===== src/design/rcsp_pkg.sv =====
// Shared types, codes and helpers of the region composition segment parser.
package rcsp_pkg;

    localparam int OBJECT_LIMIT = 16;
    localparam int QUEUE_DEPTH  = 4;
    localparam int QUEUE_AW     = $clog2(QUEUE_DEPTH);

    localparam logic [1:0] KIND_HEADER = 2'd0;
    localparam logic [1:0] KIND_OBJECT = 2'd1;
    localparam logic [1:0] KIND_DONE   = 2'd2;
    localparam logic [1:0] KIND_ERROR  = 2'd3;

    localparam logic [2:0] ERR_NONE        = 3'd0;
    localparam logic [2:0] ERR_BAD_SYNC    = 3'd1;
    localparam logic [2:0] ERR_SHORT_HEAD  = 3'd2;
    localparam logic [2:0] ERR_DATA_SHORT  = 3'd3;
    localparam logic [2:0] ERR_LEN_LOW     = 3'd4;
    localparam logic [2:0] ERR_TOO_MANY    = 3'd5;
    localparam logic [2:0] ERR_ENTRY_CUT   = 3'd6;
    localparam logic [2:0] ERR_CODES_CUT   = 3'd7;

    localparam logic [7:0]  SYNC_BYTE    = 8'h0f;
    localparam logic [7:0]  SEG_TYPE_RCS = 8'h11;
    localparam logic [15:0] MIN_LENGTH   = 16'd10;

    typedef struct packed {
        logic [1:0]  record_kind;
        logic [2:0]  error_code;
        logic [15:0] id_primary;
        logic [7:0]  id_secondary;
        logic [15:0] pos_x;
        logic [15:0] pos_y;
        logic [10:0] region_attrs;
        logic [7:0]  clut_id;
        logic [7:0]  code_first;
        logic [7:0]  code_second;
        logic [4:0]  object_count;
        logic        final_record;
    } rec_t;

    typedef struct packed {
        logic [1:0] count;
        rec_t       rec0;
        rec_t       rec1;
    } push_t;

    function automatic rec_t end_rec(logic [1:0] kind, logic [2:0] err,
                                     logic [15:0] page, logic [4:0] cnt);
        rec_t r;
        r              = '0;
        r.record_kind  = kind;
        r.error_code   = err;
        r.id_primary   = page;
        r.object_count = cnt;
        r.final_record = 1'b1;
        return r;
    endfunction

endpackage


===== src/design/region_composition_segment_parser.sv =====
// Top level of the region composition segment parser.
// Takes one byte per cycle while in_ready is high; the records that a byte completes are
// written into the record queue, and a second record of the same byte follows the first.
// in_ready falls while the four-entry record queue holds more than two records.
// Reset (rst_n low, asynchronous) empties the queue and returns the parser to idle.
module region_composition_segment_parser
    import rcsp_pkg::*;
(
    input  logic        clk,
    input  logic        rst_n,
    input  logic        in_valid,
    output logic        in_ready,
    input  logic [7:0]  data_byte,
    input  logic        segment_start,
    input  logic        data_end,
    output logic        out_valid,
    input  logic        out_ready,
    output logic [1:0]  record_kind,
    output logic [2:0]  error_code,
    output logic [15:0] id_primary,
    output logic [7:0]  id_secondary,
    output logic [15:0] pos_x,
    output logic [15:0] pos_y,
    output logic [10:0] region_attrs,
    output logic [7:0]  clut_id,
    output logic [7:0]  code_first,
    output logic [7:0]  code_second,
    output logic [4:0]  object_count,
    output logic        final_record
);

    push_t push;
    rec_t  head;
    logic  room;

    assign in_ready = room;

    rcsp_front u_front (
        .clk           (clk),
        .rst_n         (rst_n),
        .accept        (in_valid && room),
        .data_byte     (data_byte),
        .segment_start (segment_start),
        .data_end      (data_end),
        .push          (push)
    );

    rcsp_queue u_queue (
        .clk        (clk),
        .rst_n      (rst_n),
        .push       (push),
        .room       (room),
        .head_valid (out_valid),
        .head_ready (out_ready),
        .head       (head)
    );

    assign record_kind  = head.record_kind;
    assign error_code   = head.error_code;
    assign id_primary   = head.id_primary;
    assign id_secondary = head.id_secondary;
    assign pos_x        = head.pos_x;
    assign pos_y        = head.pos_y;
    assign region_attrs = head.region_attrs;
    assign clut_id      = head.clut_id;
    assign code_first   = head.code_first;
    assign code_second  = head.code_second;
    assign object_count = head.object_count;
    assign final_record = head.final_record;

endmodule


===== src/design/rcsp_front.sv =====
// Byte parser: gathers segment fields and emits up to two records per beat.
module rcsp_front
    import rcsp_pkg::*;
(
    input  logic       clk,
    input  logic       rst_n,
    input  logic       accept,
    input  logic [7:0] data_byte,
    input  logic       segment_start,
    input  logic       data_end,
    output push_t      push
);

    localparam logic [1:0] PH_IDLE  = 2'd0;
    localparam logic [1:0] PH_SEG   = 2'd1;
    localparam logic [1:0] PH_REG   = 2'd2;
    localparam logic [1:0] PH_ENTRY = 2'd3;

    logic [1:0]  phase_reg, phase_next, phase_eff;
    logic [3:0]  idx_reg, idx_next, idx_eff, idx_inc;
    logic [15:0] rem_reg, rem_next, rem_eff, rem_dec;
    logic [15:0] page_reg, page_next, page_eff, page_new;
    logic [63:0] gather_reg, gather_next, gather_eff, g, gg;
    logic [1:0]  etype_reg, etype_next, etype_eff, etype_new;
    logic [4:0]  objs_reg, objs_next, objs_eff, objs_inc;
    logic [7:0]  region_reg, region_next, region_eff;
    logic [7:0]  attr_reg, attr_next, attr_eff;
    logic [7:0]  b6, b9;
    logic [3:0]  need;

    always_comb
    begin
        phase_eff  = phase_reg;
        idx_eff    = idx_reg;
        rem_eff    = rem_reg;
        page_eff   = page_reg;
        gather_eff = gather_reg;
        etype_eff  = etype_reg;
        objs_eff   = objs_reg;
        region_eff = region_reg;
        attr_eff   = attr_reg;
        if (segment_start)
        begin
            phase_eff  = PH_SEG;
            idx_eff    = '0;
            rem_eff    = '0;
            page_eff   = '0;
            gather_eff = '0;
            etype_eff  = '0;
            objs_eff   = '0;
            region_eff = '0;
            attr_eff   = '0;
        end

        phase_next  = phase_reg;
        idx_next    = idx_reg;
        rem_next    = rem_reg;
        page_next   = page_reg;
        gather_next = gather_reg;
        etype_next  = etype_reg;
        objs_next   = objs_reg;
        region_next = region_reg;
        attr_next   = attr_reg;
        push        = '0;

        idx_inc   = idx_eff + 4'd1;
        rem_dec   = (rem_eff != '0) ? rem_eff - 16'd1 : rem_eff;
        g         = {gather_eff[55:0], data_byte};
        page_new  = g[31:16];
        b6        = g[31:24];
        b9        = g[7:0];
        etype_new = (idx_eff == 4'd2) ? data_byte[7:6] : etype_eff;
        need      = (etype_new == 2'd1 || etype_new == 2'd2) ? 4'd8 : 4'd6;
        gg        = (need == 4'd8) ? {16'd0, g[63:16]} : g;
        objs_inc  = objs_eff + 5'd1;

        if (accept)
        begin
            phase_next  = phase_eff;
            idx_next    = idx_eff;
            rem_next    = rem_eff;
            page_next   = page_eff;
            gather_next = gather_eff;
            etype_next  = etype_eff;
            objs_next   = objs_eff;
            region_next = region_eff;
            attr_next   = attr_eff;
            unique case (phase_eff)
                PH_IDLE:
                begin
                end
                PH_SEG:
                begin
                    gather_next = g;
                    idx_next    = idx_inc;
                    if (idx_inc < 4'd6)
                    begin
                        if (data_end)
                        begin
                            push.count = 2'd1;
                            push.rec0  = end_rec(KIND_ERROR, ERR_SHORT_HEAD, page_eff,
                                                 objs_eff);
                            phase_next = PH_IDLE;
                        end
                    end
                    else if (g[47:40] != SYNC_BYTE || g[39:32] != SEG_TYPE_RCS)
                    begin
                        push.count = 2'd1;
                        push.rec0  = end_rec(KIND_ERROR, ERR_BAD_SYNC, page_eff, objs_eff);
                        phase_next = PH_IDLE;
                    end
                    else
                    begin
                        page_next = page_new;
                        rem_next  = g[15:0];
                        if (data_end && g[15:0] != '0)
                        begin
                            push.count = 2'd1;
                            push.rec0  = end_rec(KIND_ERROR, ERR_DATA_SHORT, page_new,
                                                 objs_eff);
                            phase_next = PH_IDLE;
                        end
                        else if (g[15:0] < MIN_LENGTH)
                        begin
                            push.count = 2'd1;
                            push.rec0  = end_rec(KIND_ERROR, ERR_LEN_LOW, page_new,
                                                 objs_eff);
                            phase_next = PH_IDLE;
                        end
                        else
                        begin
                            phase_next  = PH_REG;
                            idx_next    = '0;
                            gather_next = '0;
                        end
                    end
                end
                PH_REG:
                begin
                    rem_next = rem_dec;
                    idx_next = idx_inc;
                    if (idx_eff == 4'd0)
                        region_next = data_byte;
                    else if (idx_eff == 4'd1)
                        attr_next = data_byte;
                    else
                        gather_next = g;
                    if (idx_inc < 4'd10)
                    begin
                        if (data_end)
                        begin
                            push.count = 2'd1;
                            push.rec0  = end_rec(KIND_ERROR, ERR_DATA_SHORT, page_eff,
                                                 objs_eff);
                            phase_next = PH_IDLE;
                        end
                    end
                    else
                    begin
                        push.count             = 2'd1;
                        push.rec0.record_kind  = KIND_HEADER;
                        push.rec0.error_code   = ERR_NONE;
                        push.rec0.id_primary   = page_eff;
                        push.rec0.id_secondary = region_eff;
                        push.rec0.pos_x        = g[63:48];
                        push.rec0.pos_y        = g[47:32];
                        push.rec0.region_attrs = {attr_eff[7:4], attr_eff[3], b6[7:5],
                                                  b6[4:2]};
                        push.rec0.clut_id      = g[23:16];
                        push.rec0.code_first   = g[15:8];
                        push.rec0.code_second  = {2'b00, b9[7:4], b9[3:2]};
                        push.rec0.object_count = '0;
                        push.rec0.final_record = (rem_dec == '0);
                        if (rem_dec == '0)
                        begin
                            push.count = 2'd2;
                            push.rec1  = end_rec(KIND_DONE, ERR_NONE, page_eff, objs_eff);
                            phase_next = PH_IDLE;
                        end
                        else if (data_end)
                        begin
                            push.count = 2'd2;
                            push.rec1  = end_rec(KIND_ERROR, ERR_DATA_SHORT, page_eff,
                                                 objs_eff);
                            phase_next = PH_IDLE;
                        end
                        else
                        begin
                            phase_next  = PH_ENTRY;
                            idx_next    = '0;
                            gather_next = '0;
                        end
                    end
                end
                PH_ENTRY:
                begin
                    if (idx_eff == 4'd0 && objs_eff >= 5'(OBJECT_LIMIT))
                    begin
                        push.count = 2'd1;
                        push.rec0  = end_rec(KIND_ERROR, ERR_TOO_MANY, page_eff, objs_eff);
                        phase_next = PH_IDLE;
                    end
                    else
                    begin
                        rem_next    = rem_dec;
                        gather_next = g;
                        etype_next  = etype_new;
                        idx_next    = idx_inc;
                        if (idx_inc >= 4'd6 && idx_inc == need)
                        begin
                            objs_next              = objs_inc;
                            push.count             = 2'd1;
                            push.rec0.record_kind  = KIND_OBJECT;
                            push.rec0.error_code   = ERR_NONE;
                            push.rec0.id_primary   = gg[47:32];
                            push.rec0.id_secondary = {6'd0, etype_new};
                            push.rec0.pos_x        = {4'd0, gg[27:16]};
                            push.rec0.pos_y        = {4'd0, gg[11:0]};
                            push.rec0.code_first   = (need == 4'd8) ? g[15:8] : 8'd0;
                            push.rec0.code_second  = (need == 4'd8) ? g[7:0] : 8'd0;
                            push.rec0.object_count = objs_inc;
                            push.rec0.final_record = (rem_dec == '0);
                            if (rem_dec == '0)
                            begin
                                push.count = 2'd2;
                                push.rec1  = end_rec(KIND_DONE, ERR_NONE, page_eff,
                                                     objs_inc);
                                phase_next = PH_IDLE;
                            end
                            else if (data_end)
                            begin
                                push.count = 2'd2;
                                push.rec1  = end_rec(KIND_ERROR, ERR_DATA_SHORT, page_eff,
                                                     objs_inc);
                                phase_next = PH_IDLE;
                            end
                            else
                            begin
                                idx_next    = '0;
                                gather_next = '0;
                            end
                        end
                        else if (rem_dec == '0)
                        begin
                            push.count = 2'd1;
                            push.rec0  = end_rec(KIND_ERROR,
                                                 (idx_inc < 4'd6) ? ERR_ENTRY_CUT
                                                                  : ERR_CODES_CUT,
                                                 page_eff, objs_eff);
                            phase_next = PH_IDLE;
                        end
                        else if (data_end)
                        begin
                            push.count = 2'd1;
                            push.rec0  = end_rec(KIND_ERROR, ERR_DATA_SHORT, page_eff,
                                                 objs_eff);
                            phase_next = PH_IDLE;
                        end
                    end
                end
            endcase
        end
    end

    always_ff @(posedge clk or negedge rst_n)
    begin
        if (!rst_n)
        begin
            phase_reg  <= PH_IDLE;
            idx_reg    <= '0;
            rem_reg    <= '0;
            page_reg   <= '0;
            gather_reg <= '0;
            etype_reg  <= '0;
            objs_reg   <= '0;
            region_reg <= '0;
            attr_reg   <= '0;
        end
        else
        begin
            phase_reg  <= phase_next;
            idx_reg    <= idx_next;
            rem_reg    <= rem_next;
            page_reg   <= page_next;
            gather_reg <= gather_next;
            etype_reg  <= etype_next;
            objs_reg   <= objs_next;
            region_reg <= region_next;
            attr_reg   <= attr_next;
        end
    end

endmodule


===== src/design/rcsp_queue.sv =====
// Record queue: takes up to two records a cycle, delivers one per beat.
module rcsp_queue
    import rcsp_pkg::*;
(
    input  logic  clk,
    input  logic  rst_n,
    input  push_t push,
    output logic  room,
    output logic  head_valid,
    input  logic  head_ready,
    output rec_t  head
);

    rec_t                 mem [QUEUE_DEPTH];
    logic [QUEUE_AW-1:0]  wr_reg, wr_next, rd_reg, rd_next, wr_second;
    logic [QUEUE_AW:0]    count_reg, count_next;
    logic                 pop;

    assign head_valid = (count_reg != '0);
    assign room       = (count_reg <= (QUEUE_AW+1)'(QUEUE_DEPTH - 2));
    assign pop        = head_valid && head_ready;
    assign head       = mem[rd_reg];
    assign wr_second  = wr_reg + QUEUE_AW'(1);

    always_comb
    begin
        wr_next    = wr_reg + QUEUE_AW'(push.count);
        rd_next    = pop ? rd_reg + QUEUE_AW'(1) : rd_reg;
        count_next = count_reg + (QUEUE_AW+1)'(push.count) - (QUEUE_AW+1)'(pop);
    end

    always_ff @(posedge clk)
    begin
        if (push.count != 2'd0)
            mem[wr_reg] <= push.rec0;
        if (push.count == 2'd2)
            mem[wr_second] <= push.rec1;
    end

    always_ff @(posedge clk or negedge rst_n)
    begin
        if (!rst_n)
        begin
            wr_reg    <= '0;
            rd_reg    <= '0;
            count_reg <= '0;
        end
        else
        begin
            wr_reg    <= wr_next;
            rd_reg    <= rd_next;
            count_reg <= count_next;
        end
    end

endmodule


===== config.mk =====
export PLATFORM = sky130hd
export DESIGN_NAME = region_composition_segment_parser
export DESIGN_NICKNAME = d
export VERILOG_FILES = /design/src/design/rcsp_pkg.sv /design/src/design/region_composition_segment_parser.sv /design/src/design/rcsp_front.sv /design/src/design/rcsp_queue.sv
export SDC_FILE = /design/constraint.sdc
export NUM_CORES = 1
export LEC_CHECK = 0
export BUFFER_PORTS_ARGS = -buffer_cell sky130_fd_sc_hd__buf_2
export CORE_AREA = 2 2 260 160
export DETAILED_ROUTE_END_ITERATION = 10
export DIE_AREA = 0 0 262 162
export GPL_TIMING_DRIVEN = 0
export PLACE_DENSITY = 0.8
export RECOVER_POWER = 50
export SYNTH_ARGS = -nofsm -noshare
export SYNTH_HDL_FRONTEND = slang
export SYNTH_SLANG_ARGS = --single-unit

===== constraint.sdc =====
create_clock -name clk -period 5.4 [get_ports clk]
set_input_delay 0.54 -clock clk [delete_from_list [all_inputs] [get_ports clk]]
set_output_delay 0.54 -clock clk [all_outputs]
set_load 0.05 [all_outputs]

# Yosys cells after proc, flatten, opt, wreduce, memory -nomap -nowiden
# Memories as Yosys holds them, arrays and structs flattened.
# Index checks and enable logic that the tools add are counted.
[word_totals]
register_bits = 132
ramBits = 408
wordCells = 148
mem_count = 1
[memory_table]
columns = ["name", "depth", "width", "read_ports", "rd_ports_with_merged_regs", "write_ports", "line", "source"]
rows = [
  ["u_queue.mem", 4, 102, 1, 0, 2, "rcsp_queue.sv:14", "rec_t mem [QUEUE_DEPTH];"],
]
[op_classes]
add_sub_neg = 8
magnitude_cmp = 6
eq_ne = 12
n_mux = 96
n_reduce_logical = 13
[ops]
columns = ["operator", "count"]
rows = [
  ["$mux W64", 14],
  ["$mux W102", 7],
  ["$mux W104", 5],
  ["$mux W103", 4],
  ["$pmux W104 S3", 1],
  ["$mux W206", 1],
  ["$pmux W102 S2", 1],
  ["$pmux W64 S3", 1],
  ["$mux W16", 9],
  ["$mux W8", 9],
  ["$mux W63", 1],
  ["$mux W48", 1],
  ["$pmux W16 S3", 1],
  ["$mux W4", 11],
  ["$mux W2", 17],
  ["$reduce_bool A16 Y1", 2],
  ["$mux W22", 1],
  ["$mux W5", 4],
  ["$mux W19", 1],
  ["$logic_not A16 Y1", 1],
  ["$lt A16 B4 Y1 const B", 1],
  ["$sub A16 B1 Y16 const B", 1],
  ["$pmux W4 S3", 1],
  ["$eq A2 B2 Y1 const B", 4],
  ["25 further kinds", 36],
]

# Depth between registers and ports, before layout
[depth]
depth_word = 15
ltp_mapped = 21

# By module
# From an unflattened synthesis, not the netlist that was laid out.
[hier_totals]
hier_cells = 2123
hier_area_um2 = 29478.3
[by_module_without_submodules]
columns = ["module", "instances", "cells_per_inst", "area_per_inst_um2", "seq_area_each_um2"]
rows = [
  ["rcsp_queue", 1, 1026, 20758.7, 12426.9],
  ["rcsp_front", 1, 1096, 8713.4, 2852.7],
  ["region_composition_segment_parser", 1, 1, 6.3, 0.0],
]

# Worst setup path before layout
# Ideal clock, no wire load.
[synth_path]
kind = "input -> register"
from = "input port segment_start"
to = "memory u_queue.mem[1][0] in the netlist's numbering, enable pin"
t_arrival_ps = 5153
required_time_ps = 5019
path_slack_ps = -134
path_stages = 21
n_path_buf = 6
cell_sequence = "buf_2 -> inv_1 -> clkbuf_1 -> buf_1 -> clkbuf_1 -> nand2_1 -> inv_1 -> ha_1 -> nor3b_1 -> o32ai_2 -> xnor2_1 -> mux2_2 -> nor3_2 -> nor2_1 -> nor3_4 -> inv_2 -> nor3_4 -> nor2_1 -> buf_2 -> buf_2 -> inv_1"
[synth_lines]
columns = ["element", "line", "source"]
rows = [
  ["start, declared", "region_composition_segment_parser.sv:14", "input logic segment_start,"],
  ["end, declared", "rcsp_queue.sv:14", ""],
]

==> flow_metrics.env <==
export IMPL_yosysTopAreaCell="dfxtp_1"
export IMPL_yosys_area_share_adder=0.00592
export IMPL_synth_cell_types=84
export IMPL_synth_compound_area_share=0.233
export IMPL_async_reset_ff_frac=0.229
export IMPL_n_antenna_cell=0
export IMPL_ctsRootBufferMaster="clkbuf_16"
export IMPL_core_area_sq_um=39900
export IMPL_synth_area_mux_share=0.108
export IMPL_crit_path_max_fanout=10
export IMPL_crit_buf_inv=9
export IMPL_skew_ns=0.0280
export IMPL_num_io_pins=118
export IMPL_clk_pin_slew_ns=0.07
export IMPL_synth_seq_cells=529
export IMPL_fmax_mhz=187
export IMPL_yosysMostFrequentCell="dfxtp_1"
export IMPL_cts_buffer_depth=3
export IMPL_row_count=57
export IMPL_holdWs_ns=0.378
export IMPL_maxCapViolations=2
export IMPL_synth_top_family_by_area="compound AO/OA/AOI/OAI gates"
export IMPL_hold_violations=0
export IMPL_syn_inst=2275
export IMPL_setup_viol=0
export IMPL_worstPathCellList="buf_2, buf_2, inv_1, clkbuf_4, buf_4, clkbuf_4, nand2_1, inv_1, ha_1, nor3b_4, o32ai_4, xor2_1, clkbuf_1, buf_2, mux2i_1, mux2i_1, a21oi_1, o22ai_1"
export IMPL_portBuffers=112
export IMPL_overflow=0
export IMPL_numCtsBuffers=48
export IMPL_intPower_mw=7.02
export IMPL_status="complete, but fails checks"
export IMPL_yosysSeqAreaShare=0.499
export IMPL_synth_simple_area_share=0.105
export IMPL_min_path_type="in -> reg"
export IMPL_period_needed_ns=5.33
export IMPL_num_vias=22535
export IMPL_dp_hpwl_um=67300
export IMPL_p_per_area_nw_per_um2=400
export IMPL_grt_pass1_wl_um=139000
export IMPL_cp_end_kind="flip-flop"
export IMPL_cts_tree="yes"
export IMPL_synth_xor_area_frac=0.00429
export IMPL_synth_top_area_frac=0.248
export IMPL_drt_iter0_markers=3739
export IMPL_clockPowerShare=0.312
export IMPL_fillCellCount=3063
export IMPL_rsz0062_at_grt="false"
export IMPL_die_area_sq_um=42400
export IMPL_grt_pass1_vias=21661
export IMPL_peakVddDrop_mv=0.276
export IMPL_clk_latency_ns=0.60
export IMPL_period_share=0.988
export IMPL_critPathMaxStageDelay_ns=0.59
export IMPL_synth_avg_cell_area_sq_um=10.8
export IMPL_yosys_top_cells_count="dfxtp_1, nand2_1, clkbuf_1, a21oi_1, a32o_1"
export IMPL_synth_nets=2300
export IMPL_drive_above_1_share=0.128
export IMPL_violations="capacitance limit, slew limit"
export IMPL_pwr_share_comb=0.294
export IMPL_swShare=0.364
export IMPL_synth_edff_count=104
export IMPL_antenna_found_initial=2
export IMPL_area_growth_pct=12.5
export IMPL_vias_per_cell=7.43
export IMPL_synth_area_leaders="dfxtp_1, edfxtp_1, dfrtp_1"
export IMPL_power_mw=11.0
export IMPL_tightestPinTransition_ns=2.35
export IMPL_start_kind="primary input"
export IMPL_dr_pass1_iters=9
export IMPL_drc=0
export IMPL_totalWireLength_um=95800
export IMPL_syn_area_sq_um=24500
export IMPL_clock_sinks=529
export IMPL_slew_violations=124
export IMPL_synth_ff_type="dfxtp_1"
export IMPL_power_frac_seq=0.394
export IMPL_cpMaxStageDelayCell="clkbuf_1"
export IMPL_largest_reg_flops=408
export IMPL_p_leak_nw=9.59
export IMPL_num_nets_final=2485
export IMPL_die_x_um=262
export IMPL_htreeDepth=2
export IMPL_grt_util_all_layers=0.447
export IMPL_arrival_ns=5.62
export IMPL_die_height_um=162
export IMPL_crit_family="buffers and inverters"
export IMPL_grt_max_degree=85
export IMPL_floorplan_initialDensity=0.614
export IMPL_cp_common_cell="buf_2"
export IMPL_gp_congestion=0.985
export IMPL_p_sw_mw=4.02
export IMPL_max_slew_margin=-0.565
export IMPL_yosys_warnings=0
export IMPL_crit_type="in -> reg"
export IMPL_drt_wirelength_per_cell_um=31.6
export IMPL_ant_nets=0
export IMPL_worstPathRequired_ns=5.69
## path summary, 6_finish.rpt
check	startpoint	endpoint	slack, ns	cells after the start
max in group asynchronous	rst_n	u_front.gather_reg[41]	1.04	3
worst max register to register	u_front.phase_reg[0]	u_queue.count_reg[2]	0.58	11
min in group asynchronous	rst_n	u_front.rem_reg[3]	1.11	2
worst min-delay path	data_byte[1]	u_front.region_reg[1]	0.38	2
worst min register to register	u_queue.mem[2][56]	u_queue.mem[2][56]	0.46	2
worst max-delay path	segment_start	u_queue.mem[2][92]	0.07	18
## stage by stage
| stage | setup WS (ns) | instances | TNS [ns] | area (sq um) | util |
|---|---|---|---|---|---|
| after CTS | 0.0392 | 3027 | 0 | 27600 | 0.691 |
| after floorplan | 0.119 | 2275 | 0 | 24500 | - |
| after detailed placement | -2.96 | 2920 | -1108.45 | 25800 | 0.646 |
| after global routing | 0.0225 | 3031 | 0 | 27600 | 0.690 |
| after global placement | -2.83 | 2918 | -1075.33 | 25700 | 0.645 |
| final | 0.0666 | 3031 | 0 | 27600 | 0.690 |
## routing by layer
| metal | share of wire | up-vias | GRT usage |
|---|---|---|---|
| met1 | 0.38 | 11074 | 0.633 |
| li1 | - | 9118 | - |
| met5 | 0 | - | 0 |
| met2 | 0.41 | 2051 | 0.611 |
| met3 | 0.17 | 292 | 0.186 |
| met4 | 0.039 | 0 | 0.163 |
## kinds of logic (layout without fill, tap and decap cells)
kind of cell / after synthesis / count (layout)
flip-flops: 529 / 529
multiplexers: 136 / 136
adder cells (fa/ha/maj): 11 / 11
AO/OA/AOI/OAI: 774 / 774
XOR/XNOR: 12 / 12
buffers and inverters: 265 / 490
AND/OR/NAND/NOR: 548 / 548
## placed cells by master (no fill, tap or decap), drive strengths merged, types with 102 or more instances in the layout
cell type    n
a22o       108
clkbuf     359
a21oi      155
dfrtp      121
dfxtp      304
mux4       102
nand2      268
a32o       122
o21ai      105
edfxtp     104
## layout make-up
cell class	instances	area [sq um]	share of cell area
Buffer	231	982	0.0356
Clock buffer	68	1400	0.0509
Clock inverter	22	136	0.00495
Inverter	32	131	0.00476
Multi-Input combinational cell	1481	11400	0.412
Sequential cell	529	12200	0.444
Tap cell	531	664	0.0241
Timing Repair Buffer	134	644	0.0234
Timing Repair inverter	3	22.5	0.000817
## power groups by stage
stage          Sequential, mW  Clock (mW)  Combinational, mW
6_report                 4.35        3.44               3.24
5_1_grt                  4.36        3.57               3.35
4_1_cts                  4.34        3.39               3.11
3_5_place_dp             4.42           0               3.07
3_3_place_gp             4.41           0               3.01
2_1_floorplan            4.37           0               2.11
## repair_timing
item | in CTS | in global routing
pin swaps | 1 | 4
endpoints found under the hold margin | 37 | 0
setup buffers | 14 | 5
gates cloned | 3 | 0
endpoints found under the setup margin | 596 | 391
hold buffers | 1 | 0
gates resized for setup | 29 | 43
No activity file was read; power rests on OpenSTA's default activity.
